$ cat config.mk
export PLATFORM = sky130hd
export DESIGN_NAME = can_bit_timing_calculator
export DESIGN_NICKNAME = d
export VERILOG_FILES = /design/src/rtl/core/can_btc_pkg.sv /design/src/rtl/core/can_btc_div.sv /design/src/rtl/core/can_bit_timing_calculator.sv
export SDC_FILE = /design/constraint.sdc
export NUM_CORES = 1
export LEC_CHECK = 0
export BUFFER_PORTS_ARGS = -buffer_cell sky130_fd_sc_hd__buf_2
export CAP_MARGIN = 30
export CELL_PAD_IN_SITES_DETAIL_PLACEMENT = 0
export CELL_PAD_IN_SITES_GLOBAL_PLACEMENT = 1
export CORE_UTILIZATION = 35
export DETAILED_ROUTE_END_ITERATION = 7
export PLACE_DENSITY = 0.65
export SYNTH_ARGS = -nofsm -noshare
export SYNTH_HDL_FRONTEND = slang
export SYNTH_HIERARCHICAL = 1
export SYNTH_SLANG_ARGS = --single-unit
$ cat constraint.sdc
create_clock -name clk -period 9.18 [get_ports clk]
set_clock_uncertainty 0.1 [all_clocks]
set_input_delay 1.377 -clock clk [delete_from_list [all_inputs] [get_ports clk]]
set_output_delay 1.377 -clock clk [all_outputs]
set_load 0.1 [all_outputs]
$ cat src/rtl/core/can_btc_pkg.sv
`default_nettype none

package can_btc_pkg;

  // Result status codes
  localparam logic [1:0] ST_OK        = 2'd0;
  localparam logic [1:0] ST_RATE_ZERO = 2'd1;
  localparam logic [1:0] ST_PSC_RANGE = 2'd2;

  // Quanta search range and timing constants
  localparam logic [4:0]  QUANTA_MAX        = 5'd18;
  localparam logic [4:0]  QUANTA_LAST_TRIAL = 5'd10;
  localparam logic [4:0]  QUANTA_MIN        = 5'd9;
  localparam logic [10:0] PRESCALER_MAX     = 11'd1024;
  localparam logic [7:0]  SJW_FIELD         = 8'd1;   // jump width 2, stored minus one

  // Divider step counts: wide mode retires one quotient bit a cycle,
  // narrow mode (divisor of at most five bits) retires four.
  localparam int         DIV_W        = 32;
  localparam int         NARROW_BITS  = 4;
  localparam logic [5:0] WIDE_STEPS   = 6'd32;
  localparam logic [5:0] NARROW_STEPS = 6'd8;

  // Command from the sequencer to the shared divider
  typedef struct packed {
    logic start;
    logic wide;
  } div_cmd_t;

  // Divider status back to the sequencer
  typedef struct packed {
    logic busy;
    logic done;
  } div_stat_t;

endpackage

`default_nettype wire

$ cat src/rtl/core/can_btc_div.sv
`default_nettype none

// Shared restoring divider. Wide mode: 32-bit by 32-bit, one bit a cycle.
// Narrow mode: 32-bit by a divisor below 32, four bits a cycle.
module can_btc_div
  import can_btc_pkg::*;
(
  input  wire logic              clk,
  input  wire logic              rst_n,
  input  wire div_cmd_t          cmd,
  input  wire logic [DIV_W-1:0]  dividend,
  input  wire logic [DIV_W-1:0]  divisor,
  output div_stat_t              stat,
  output logic [DIV_W-1:0]       quotient,
  output logic [DIV_W-1:0]       remainder
);

  logic [DIV_W-1:0] dvd_r, dvd_nxt;   // dividend shifts out, quotient shifts in
  logic [DIV_W-1:0] rem_r, rem_nxt;
  logic [DIV_W-1:0] dsr_r;
  logic             wide_r;
  logic [5:0]       cnt_r, cnt_nxt;
  logic             busy_r, busy_nxt;
  logic             done_r, done_nxt;

  // Wide step
  logic [DIV_W:0]   w_shift;
  logic [DIV_W:0]   w_diff;

  // Narrow steps
  logic [4:0]             n_rem;
  logic [5:0]             n_trial;
  logic [NARROW_BITS-1:0] n_qbits;

  always_comb begin
    w_shift = {rem_r, dvd_r[DIV_W-1]};
    w_diff  = w_shift - {1'b0, dsr_r};
  end

  always_comb begin
    n_rem   = rem_r[4:0];
    n_qbits = '0;
    n_trial = '0;
    for (int i = 0; i < NARROW_BITS; i++) begin
      n_trial = {n_rem, dvd_r[DIV_W-1-i]};
      if (n_trial >= {1'b0, dsr_r[4:0]}) begin
        n_rem                      = 5'(n_trial - {1'b0, dsr_r[4:0]});
        n_qbits[NARROW_BITS-1-i]   = 1'b1;
      end else begin
        n_rem = n_trial[4:0];
      end
    end
  end

  // Step sequencing
  always_comb begin
    dvd_nxt  = dvd_r;
    rem_nxt  = rem_r;
    cnt_nxt  = cnt_r;
    busy_nxt = busy_r;
    done_nxt = 1'b0;
    if (busy_r) begin
      if (wide_r) begin
        if (!w_diff[DIV_W]) begin
          rem_nxt = w_diff[DIV_W-1:0];
        end else begin
          rem_nxt = w_shift[DIV_W-1:0];
        end
        dvd_nxt = {dvd_r[DIV_W-2:0], ~w_diff[DIV_W]};
      end else begin
        rem_nxt = {{(DIV_W-5){1'b0}}, n_rem};
        dvd_nxt = {dvd_r[DIV_W-NARROW_BITS-1:0], n_qbits};
      end
      cnt_nxt = cnt_r - 6'd1;
      if (cnt_r == 6'd1) begin
        busy_nxt = 1'b0;
        done_nxt = 1'b1;
      end
    end else if (cmd.start) begin
      dvd_nxt  = dividend;
      rem_nxt  = '0;
      cnt_nxt  = cmd.wide ? WIDE_STEPS : NARROW_STEPS;
      busy_nxt = 1'b1;
    end
  end

  always_ff @(posedge clk) begin
    if (!rst_n) begin
      busy_r <= 1'b0;
      done_r <= 1'b0;
      cnt_r  <= '0;
    end else begin
      busy_r <= busy_nxt;
      done_r <= done_nxt;
      cnt_r  <= cnt_nxt;
    end
  end

  // Operand and partial result registers
  always_ff @(posedge clk) begin
    dvd_r <= dvd_nxt;
    rem_r <= rem_nxt;
    if (!busy_r && cmd.start) begin
      dsr_r  <= divisor;
      wide_r <= cmd.wide;
    end
  end

  assign stat.busy = busy_r;
  assign stat.done = done_r;
  assign quotient  = dvd_r;
  assign remainder = rem_r;

endmodule

`default_nettype wire

$ cat src/rtl/core/can_bit_timing_calculator.sv
// CAN bit timing calculator: takes one (clock_hz, bit_rate) item, divides them
// into clocks per bit, searches quanta per bit from 18 down to 10 for an exact
// divisor (9 if none), and returns prescaler, quanta, status and the packed
// timing word as one result item. All arithmetic runs through one shared
// restoring divider: the clocks-per-bit division runs one bit a cycle and
// each quanta trial runs four bits a cycle, and an item ends either at the
// first exact divisor or, with no exact divisor, after the fallback division
// by 9; a zero bitrate is answered in the cycle after acceptance, without the
// divider. in_stall stays high from acceptance until the result is taken.
`default_nettype none

module can_bit_timing_calculator
  import can_btc_pkg::*;
(
  input  wire logic        clk,
  input  wire logic        rst_n,
  input  wire logic        in_valid,
  output logic             in_stall,
  input  wire logic [31:0] in_clock_hz,
  input  wire logic [31:0] in_bit_rate,
  output logic             out_valid,
  input  wire logic        out_stall,
  output logic [31:0]      out_timing_word,
  output logic [10:0]      out_prescaler,
  output logic [4:0]       out_quanta_per_bit,
  output logic [1:0]       out_status
);

  typedef enum logic [4:0] {
    S_IDLE  = 5'b00001,
    S_DIV   = 5'b00010,
    S_TRIAL = 5'b00100,
    S_FINAL = 5'b01000,
    S_OUT   = 5'b10000
  } state_t;

  state_t      state_r, state_nxt;
  logic [4:0]  quanta_r, quanta_nxt;
  logic [31:0] bit_ticks_r, bit_ticks_nxt;
  logic [31:0] word_r, word_nxt;
  logic [10:0] psc_r, psc_nxt;
  logic [1:0]  status_r, status_nxt;

  div_cmd_t    div_cmd;
  div_stat_t   div_stat;
  logic [31:0] div_dividend;
  logic [31:0] div_divisor;
  logic [31:0] div_quot;
  logic [31:0] div_rem;

  logic        in_acc;
  logic        finish;
  logic [4:0]  ts2;
  logic [4:0]  ts1;

  can_btc_div u_div (
    .clk       (clk),
    .rst_n     (rst_n),
    .cmd       (div_cmd),
    .dividend  (div_dividend),
    .divisor   (div_divisor),
    .stat      (div_stat),
    .quotient  (div_quot),
    .remainder (div_rem)
  );

  assign in_acc = in_valid && !in_stall;

  // Segment split for the chosen quanta
  assign ts2 = quanta_r >> 3;
  assign ts1 = quanta_r - 5'd1 - ts2;

  // Sequencer
  always_comb begin
    state_nxt      = state_r;
    quanta_nxt     = quanta_r;
    bit_ticks_nxt  = bit_ticks_r;
    word_nxt       = word_r;
    psc_nxt        = psc_r;
    status_nxt     = status_r;
    div_cmd        = '0;
    div_dividend   = bit_ticks_r;
    div_divisor    = {27'd0, quanta_r};
    finish         = 1'b0;
    unique case (state_r)
      S_IDLE: begin
        if (in_acc) begin
          if (in_bit_rate == 32'd0) begin
            word_nxt   = '0;
            psc_nxt    = '0;
            quanta_nxt = QUANTA_MIN;
            status_nxt = ST_RATE_ZERO;
            state_nxt  = S_OUT;
          end else begin
            div_cmd.start = 1'b1;
            div_cmd.wide  = 1'b1;
            div_dividend  = in_clock_hz;
            div_divisor   = in_bit_rate;
            state_nxt     = S_DIV;
          end
        end
      end
      S_DIV: begin
        if (div_stat.done) begin
          bit_ticks_nxt  = div_quot;
          quanta_nxt     = QUANTA_MAX;
          div_cmd.start  = 1'b1;
          div_dividend   = div_quot;
          div_divisor    = {27'd0, QUANTA_MAX};
          state_nxt      = S_TRIAL;
        end
      end
      S_TRIAL: begin
        if (div_stat.done) begin
          if (div_rem == 32'd0) begin
            finish = 1'b1;
          end else begin
            quanta_nxt    = (quanta_r == QUANTA_LAST_TRIAL) ? QUANTA_MIN
                                                            : quanta_r - 5'd1;
            div_cmd.start = 1'b1;
            div_divisor   = {27'd0, quanta_nxt};
            if (quanta_r == QUANTA_LAST_TRIAL) begin
              state_nxt = S_FINAL;
            end
          end
        end
      end
      S_FINAL: begin
        if (div_stat.done) begin
          finish = 1'b1;
        end
      end
      S_OUT: begin
        if (!out_stall) begin
          state_nxt = S_IDLE;
        end
      end
      default: state_nxt = S_IDLE;
    endcase

    // Range check of the prescaler and packing of the timing word
    if (finish) begin
      state_nxt = S_OUT;
      if (div_quot == 32'd0) begin
        status_nxt = ST_PSC_RANGE;
        psc_nxt    = '0;
        word_nxt   = '0;
      end else if (div_quot > {21'd0, PRESCALER_MAX}) begin
        status_nxt = ST_PSC_RANGE;
        psc_nxt    = PRESCALER_MAX;
        word_nxt   = '0;
      end else begin
        status_nxt = ST_OK;
        psc_nxt    = div_quot[10:0];
        word_nxt   = {SJW_FIELD, 4'(ts2 - 5'd1), 4'(ts1 - 5'd1),
                      16'(div_quot - 32'd1)};
      end
    end
  end

  always_ff @(posedge clk) begin
    if (!rst_n) begin
      state_r <= S_IDLE;
    end else begin
      state_r <= state_nxt;
    end
  end

  // Working and result registers
  always_ff @(posedge clk) begin
    quanta_r     <= quanta_nxt;
    bit_ticks_r  <= bit_ticks_nxt;
    word_r       <= word_nxt;
    psc_r        <= psc_nxt;
    status_r     <= status_nxt;
  end

  assign in_stall           = (state_r != S_IDLE);
  assign out_valid          = (state_r == S_OUT);
  assign out_timing_word    = word_r;
  assign out_prescaler      = psc_r;
  assign out_quanta_per_bit = quanta_r;
  assign out_status         = status_r;

endmodule

`default_nettype wire

### Word-level counts from Yosys, hierarchy flattened

Index checks and enable logic that the tools add are counted.

* bits in registers: 192
* bits of input ports: 68
* output and inout bits: 52

* add/sub/neg operators: 11
* order comparisons: 5
* equality and inequality tests: 22
* multiplexer cells: 76
* bitwise logic cells: 3
* reduce and logical (&&, ||, !) cells: 18

Operators by type and width (count)
* 32-bit two-way mux: 16
* 5-bit two-way mux: 21
* 32-bit zero test: 3
* 32-bit case mux with 3 select lines: 1
* 11-bit two-way mux: 6
* 32-bit case mux with 2 select lines: 1
* 25-bit two-way mux: 2
* 33-bit by 32-bit subtractor with 33-bit output: 1
* 32-bit by 11-bit greater-than comparator with 1-bit output (second input constant): 1
* 5-bit case mux with 5 select lines: 1
* 6-bit by 5-bit greater-or-equal comparator with 1-bit output: 4
* 5-bit subtractor: 4
* 6-bit two-way mux: 3
* 2-bit two-way mux: 8
* 16-bit by 1-bit subtractor with 16-bit output (second input constant): 1
* 5-bit case mux with 3 select lines: 1
* 1-bit two-way mux: 14
* 7-bit AND reduction: 2
* 2-bit != test (second input constant): 6
* 5-bit by 4-bit equality test with 1-bit output (second input constant): 2
* 3-bit by 2-bit != test with 1-bit output (second input constant): 3
* 3-bit != test (second input constant): 3
* 2-bit nonzero test: 4
* 6-bit by 1-bit equality test with 1-bit output (second input constant): 1
* 21 further kinds: 26

### Logic depth before layout (Yosys ltp)

Gate-level depths: netlist (run 1).

* depth in word-level cells: 10
* mapped depth: 29
* gate-level depth less buffers: 29

### Cells and area by module

The synthesis (run 1) kept the hierarchy.

Modules (own cells, without submodules)
* can_btc_div: instances 1, cells an instance 718, area an instance 7144.4 um^2, seq. area each 3072.9 um^2
* can_bit_timing_calculator: instances 1, cells an instance 440, area an instance 4835.9 um^2, seq. area each 2322.2 um^2

### Worst setup path after synthesis (run 1)

OpenSTA, ideal clock, no wires.

* path type: register to register
* start: reg u_div.dsr_r[0]
* end: reg u_div.rem_r[3], in the netlist u_div/remainder[3] (data pin)
* arrival: 6.888 ns
* required time: 8.824 ns
* slack: 1.936 ns
* cell stages (with the launch flop): 27
* path buffers: 1
* period minus slack after synthesis: 7.244 ns
* path through: edfxtp_1 ha_1 fa_1 a311oi_2 or3_1 buf_6 mux2_2 ha_1 o2bb2ai_1 a21boi_0 a2111oi_4 mux2_2 fa_1 nor2b_1 o21ai_0 a31oi_1 a211oi_1 mux2i_2 a21oi_1 fa_1 a21o_1 a21oi_1 nand2_1 a21oi_1 nand2_2 mux2_1 o211a_1

* cells in the longest elaborated chain, start to end: 10

Ends and longest elaborated chain
* start: declaration: line can_btc_div.sv:20 `logic [DIV_W-1:0] dsr_r;`
* start signal: assignment: line can_btc_div.sv:104 `dsr_r <= divisor;`
* 5-bit subtractor / 6-bit by 5-bit greater-or-equal comparator with 1-bit output (equally long branches): line can_btc_div.sv:47, can_btc_div.sv:46
* 5-bit two-way mux: line can_btc_div.sv:46 `if (n_trial >= {1'b0, dsr_r[4:0]}) begin`
* 5-bit subtractor / 6-bit by 5-bit greater-or-equal comparator with 1-bit output (equally long branches): line can_btc_div.sv:47, can_btc_div.sv:46
* 5-bit two-way mux: line can_btc_div.sv:46
* 5-bit subtractor / 6-bit by 5-bit greater-or-equal comparator with 1-bit output (equally long branches): line can_btc_div.sv:47, can_btc_div.sv:46
* 5-bit two-way mux: line can_btc_div.sv:46
* 5-bit subtractor / 6-bit by 5-bit greater-or-equal comparator with 1-bit output (equally long branches): line can_btc_div.sv:47, can_btc_div.sv:46
* 5-bit two-way mux: line can_btc_div.sv:46
* 32-bit two-way mux *: line can_btc_div.sv:63 `if (wide_r) begin`
* 32-bit two-way mux *: line can_btc_div.sv:62 `if (busy_r) begin`
* end signal: assignment: line can_btc_div.sv:102 `rem_r <= rem_nxt;`
* end: declaration: line can_btc_div.sv:19 `logic [DIV_W-1:0] rem_r, rem_nxt;`

Mark *: on every way between the ends. The rest lies on a longest branch, timed or not.
A chain may end at the register's enable or synchronous reset.

### Worst setup path after layout (run 1)

Ends and elaborated chain as after synthesis.

==> results of run 1 <==
-- path summary, 6_finish.rpt --
check | to | from
min reg2reg | u_div/cnt_r[4]$_SDFFE_PN0P_ | u_div/cnt_r[4]$_SDFFE_PN0P_
min | u_div/cnt_r[4]$_SDFFE_PN0P_ | u_div/cnt_r[4]$_SDFFE_PN0P_
max | u_div/remainder[3]$_SDFFCE_PN0P_ | u_div/dsr_r[0]$_DFFE_PP_
max reg2reg | u_div/remainder[3]$_SDFFCE_PN0P_ | u_div/dsr_r[0]$_DFFE_PP_
-- area by class of cell --
class / instances / area [um^2]
flip-flops and latches: 184 / 5400
repair buffers: 125 / 728
clock inverters: 15 / 133
well taps: 448 / 561
fillers: 3298 / 20000
multi-input cells: 848 / 6070
inverters: 70 / 264
clock buffers: 17 / 425
-- stage by stage --
step	cell area (um^2)	total power, uW	hold slack, ns	setup slack [ns]
2_1_floorplan	12000	3970	0.349	1.94
3_3_place_gp	12900	4610	0.369	1.19
3_5_place_dp	13000	4650	0.368	1.12
4_1_cts	13600	5400	0.384	1.10
5_1_grt	13600	5810	0.402	0.492
6_report	13600	5380	0.384	1.10
-- worst max-delay path, cell delays in order (launching register included) --
cell and delay (ns):
edfxtp_1 0.47, ha_1 0.25, fa_1 0.45, a311oi_2 0.36, or3_1 0.31, mux2_2 0.38
ha_1 0.32, o2bb2ai_1 0.20, a21boi_0 0.18, a2111oi_4 0.53, mux2_2 0.43, fa_1 0.43
nor2b_1 0.12, o21ai_0 0.10, a31oi_1 0.27, a211oi_1 0.10, mux2i_2 0.51, mux2i_1 0.34
ha_1 0.33, a21o_1 0.20, a21oi_1 0.22, nand2_1 0.08, a21oi_1 0.49, nand2_2 0.14
mux2_1 0.34, o211a_1 0.20
-- per-layer routing --
layer	up-vias	part of all wire	global-route usage
li1	4484	-	-
met1	4439	0.48	0.242
met2	124	0.48	0.303
met3	15	0.028	0.0270
met4	0	0.012	0.0476
met5	-	0	0
-- placed cells by master, fill, tap and decap left out, drive strengths merged, types with 6 or more instances in the layout --
cell    count
nand4      15
dfxtp      13
ha         55
nor2b       7
a21oi      83
clkbuf     17
nor4       28
buf       125
mux2i      60
a311oi      8
nor2      124
nand2b     10
inv        78
mux2       43
edfxtp    171
and2       39
nand2      58
xor2       20
and3        6
clkinv      6
conb       10
o211ai      7
nor3       25
xnor2      29
nor3b      34
nand3      20
a21o       18
o21ai      31
a221o      32
o21a        7
a211oi     12
-- registers in the layout (all words and copies together), names as in the netlist, 2 cells and up --
name / cells
out_prescaler: 11
out_status: 2
state_r: 5
u_div/dsr_r: 32
out_timing_word: 24
u_div/cnt_r: 6
u_div/remainder: 32
u_div/quotient: 32
out_quanta_per_bit: 5
bit_ticks_r: 32
-- power groups by stage --
stage / sequential, uW / clock (uW) / combinational (uW)
final: 1330 / 725 / 3330
after global placement: 1350 / 0 / 3260
after global routing: 1350 / 768 / 3690
after floorplan: 1290 / 0 / 2680
after CTS: 1330 / 745 / 3320
after detailed placement: 1350 / 0 / 3310
==> results.toml, run 1 <==
[cells_and_area]
final_core_util = 0.404
drive_above_1_share = 0.181
fin_cells = 1707
syn_to_final_growth_pct = 13.4
fin_nets = 1374
n_antenna_cell = 0

[synthesis]
netlist_area_um2 = 12000
yosysWarningCount = 6
synth_area_per_cell_um2 = 10.3
syn_inst = 1157

[floorplan]
num_rows = 67
core_area_um2 = 33600
die_x_um = 187
num_io_pins = 120
die_h_um = 187
dieArea_um2 = 35000
initial_core_util = 0.356

[hold_path]
hold_class = "register to register"
hold_depth = 2

[global_route]
grt_start_max_net_pins = 100
grt_usage = 0.180
grt_overflow_total = 0
grt_pass1_wl_um = 49600
antenna_found_initial = 0
grt_pass1_vias = 8801

[drt]
drc = 0
drtPass1Iterations = 5
drt-total-wl_um = 31300
avgViaCountPerCell = 5.31
wl_per_cell_um = 18.3
drt_iter0_drc = 698
ant_nets = 0
vias = 9062

[worst_setup_path]
critPathArrivalTime_ns = 8.19
crit_type = "register to register"
reg2regPathDepth = 25
path_max_fanout = 8
critPathLaunchType = "register"
cp-end-kind = "register"
r2r_slack_ns = 1.10
worstPathRequired_ns = 9.29

[clocking]
cts_sinks = 184
cts_made_buffers = 17
postCtsSetupBuffers = 0
cts_max_level = 4
cts_tree = "done"
clockBufferDepth = 2
clk_latency_ns = 0.45
cts_hold_buffers = 0
clk_pin_slew_worst_paths_ns = 0.08
cts_resized = 0
root_buffer = "clkbuf_16"

[timing]
finalCriticalPeriod_ns = 8.08
rsz0062_at_grt = "false"
setup_violations = 0
final_max_slew_viol_count = 0
worst_slew_pin_slew_ns = 0.930
timing.fmax_mhz = 124
tns_ns = 0
hold_viol_final = 0
finalCritPeriodShare = 0.880
maxSlewHeadroom = 0.376

[power_and_ir_drop]
ir_worst_vdd_uv = 357
swShare = 0.455
pwr-share-seq = 0.247
powerDensity_nw_per_um2 = 396
p_int_uw = 2930
pwr-share-clk = 0.135
pwr-share-comb = 0.619
netSwitchingPower_uw = 2450
p_leak_uw = 0.00521

[place]
hpwl_um = 22400
globalplace.congestion = 0.838
dp.cells = 1674
port_buffers = 112

[status]
status = "finished clean"

[run]
drv_cap = 0
Power figures use the tool's default switching activity.
==> inputs of run 2 (changes only) <==
--- a/config.mk
+++ b/config.mk
@@ -9,9 +9,9 @@
 export CAP_MARGIN = 30
 export CELL_PAD_IN_SITES_DETAIL_PLACEMENT = 0
 export CELL_PAD_IN_SITES_GLOBAL_PLACEMENT = 1
-export CORE_UTILIZATION = 35
+export CORE_UTILIZATION = 48
 export DETAILED_ROUTE_END_ITERATION = 7
-export PLACE_DENSITY = 0.65
+export PLACE_DENSITY = 0.84
 export SYNTH_ARGS = -nofsm -noshare
 export SYNTH_HDL_FRONTEND = slang
 export SYNTH_HIERARCHICAL = 1
==> run 2 against run 1 <==
Critical path depth rose by 1. Sequential share of layout area rose by 0.53 points. Power barely moved. Cell area fell by 1.3%. Global-route usage rose by 5.0 points. Setup slack got worse by 0.10 ns. Flip-flop and latch count did not move. First-iteration DRC count fell by 15%. Critical path type unchanged. Critical endpoint unchanged. Largest power group unchanged.
==> results.toml, run 2 (synthesized netlist as in run 1, its figures left out) <==
[status]
status = "finished clean"

[place]
globalplace.congestion = 0.867
dp.cells = 1546
hpwl_um = 20400
port_buffers = 112

[floorplan]
num_io_pins = 120
num_rows = 57
core_area_um2 = 24400
dieArea_um2 = 25600
die_h_um = 160
die_x_um = 160
initial_core_util = 0.491

[drt]
wl_per_cell_um = 18.1
drt-total-wl_um = 28600
drtPass1Iterations = 5
avgViaCountPerCell = 5.77
ant_nets = 0
drt_iter0_drc = 596
drc = 0
vias = 9110

[clocking]
cts_sinks = 184
cts_hold_buffers = 0
root_buffer = "clkbuf_16"
cts_made_buffers = 17
clk_latency_ns = 0.44
cts_resized = 0
clockBufferDepth = 2
postCtsSetupBuffers = 0
clk_pin_slew_worst_paths_ns = 0.07
cts_max_level = 4
cts_tree = "done"

[worst_setup_path]
r2r_slack_ns = 1.0
cp-end-kind = "register"
path_max_fanout = 8
max_stage_delay_ns = 0.54
reg2regPathDepth = 26
crit_type = "register to register"
crit_top_cell = "a21oi_1"
r2r_end = "u_div/remainder[3]$_SDFFCE_PN0P_"
crit_path_top_delay_cell = "a2111oi_4"
r2r_start = "u_div/dsr_r[1]$_DFFE_PP_"
critPathLaunchType = "register"
critPathArrivalTime_ns = 8.26
worstPathRequired_ns = 9.26

[timing]
finalCriticalPeriod_ns = 8.18
timing.fmax_mhz = 122
maxSlewHeadroom = 0.277
finalCritPeriodShare = 0.891
rsz0062_at_grt = "false"
tns_ns = 0
worst_slew_pin_slew_ns = 1.07
hold_viol_final = 0
final_max_slew_viol_count = 0
setup_violations = 0

[global_route]
grt_pass1_wl_um = 47100
grt_usage = 0.230
antenna_found_initial = 0
grt_overflow_total = 0
grt_start_max_net_pins = 70
grt_pass1_vias = 9008

[hold_path]
hold_class = "register to register"
hold_end = "u_div/cnt_r[4]$_SDFFE_PN0P_"
hp-start = "u_div/cnt_r[4]$_SDFFE_PN0P_"
hold_depth = 2

[cells_and_area]
n_antenna_cell = 0
final_common_cell = "edfxtp_1"
fin_nets = 1372
drive_above_1_share = 0.179
final_cell_mix = "edfxtp_1 (171), nor2_1 (124), buf_2 (112), a21oi_1 (83), inv_1 (66)"
final_core_util = 0.549
syn_to_final_growth_pct = 11.9
fin_cells = 1580
n_fill_cell = 2188

[power_and_ir_drop]
ir_worst_vdd_uv = 362
power_uw = 5380
p_leak_uw = 0.00518
powerDensity_nw_per_um2 = 402

[run]
drv_cap = 0
-- run 2: cell types whose count changed in the layout (fill, tap and decap cells not counted), moves of 2 or more --
| cell | change |
|---|---|
| inv_6 | -3 |
| buf_12 | +2 |
| buf_16 | -2 |
| buf_4 | -2 |
| clkinv_2 | -2 |
| clkinvlp_4 | +2 |
-- run 2: routing by layer --
layer | GRT usage | vias up | part of all wire | wire (um)
li1 | - | 4474 | - | -
met1 | 0.310 | 4414 | 0.47 | 13300
met2 | 0.383 | 199 | 0.48 | 13700
met3 | 0.0387 | 23 | 0.042 | 1200
met4 | 0.0615 | 0 | 0.012 | 340
met5 | 0 | - | 0 | 0
-- run 2: layout make-up --
class	instances	area (um^2)	area share
Multi-Input combinational cell	848	6060	0.452
Sequential cell	184	5400	0.403
Timing Repair Buffer	123	708	0.0528
Clock buffer	17	425	0.0317
Tap cell	324	405	0.0302
Inverter	70	263	0.0196
Clock inverter	14	139	0.0104
-- run 2: power breakdown --
group / total, uW / internal [uW] / switching, uW
logic: 3330 / 1440 / 1890
clock network: 723 / 380 / 343
registers: 1330 / 1150 / 181
total: 5380 / 2970 / 2420
-- run 2: how the worst max path moves through the flow --
| stage | start | endpoint | slack (ns) | cells past startpoint |
|---|---|---|---|---|
| 6_report | u_div/dsr_r[1]$_DFFE_PP_ | u_div/remainder[3]$_SDFFCE_PN0P_ | 1.0 | 26 |
| 5_1_grt | u_div/dsr_r[1]$_DFFE_PP_ | u_div/remainder[3]$_SDFFCE_PN0P_ | 0.47 | 26 |
| 4_1_cts | u_div/dsr_r[1]$_DFFE_PP_ | u_div/remainder[3]$_SDFFCE_PN0P_ | 1.06 | 26 |
| 3_5_place_dp | u_div/dsr_r[1]$_DFFE_PP_ | u_div/remainder[3]$_SDFFCE_PN0P_ | 1.07 | 26 |
| 3_3_place_gp | u_div/dsr_r[1]$_DFFE_PP_ | u_div/remainder[3]$_SDFFCE_PN0P_ | 1.16 | 26 |
| 2_1_floorplan | u_div/dsr_r[0]$_DFFE_PP_ | u_div/remainder[3]$_SDFFCE_PN0P_ | 1.94 | 26 |
-- run 2: worst max-delay path: cells and delay by family, from the launching register on --
family                     cells  cell delay, ns
and+or+nand+nor                5            0.73
AOI/OAI and AO/OA             12            3.11
adders and majority gates      4            1.58
muxes                          4            1.68
DFF                            1            0.50
buffers and inverters          1            0.22
-- run 2: through the flow --
step	worst slack, ns	hold WS (ns)	instance area (um^2)
after detailed placement	1.07	0.391	12800
after global routing	0.465	0.428	13400
final	0.999	0.410	13400
after global placement	1.16	0.366	12700
after CTS	1.06	0.400	13300
after floorplan	1.94	0.349	12000
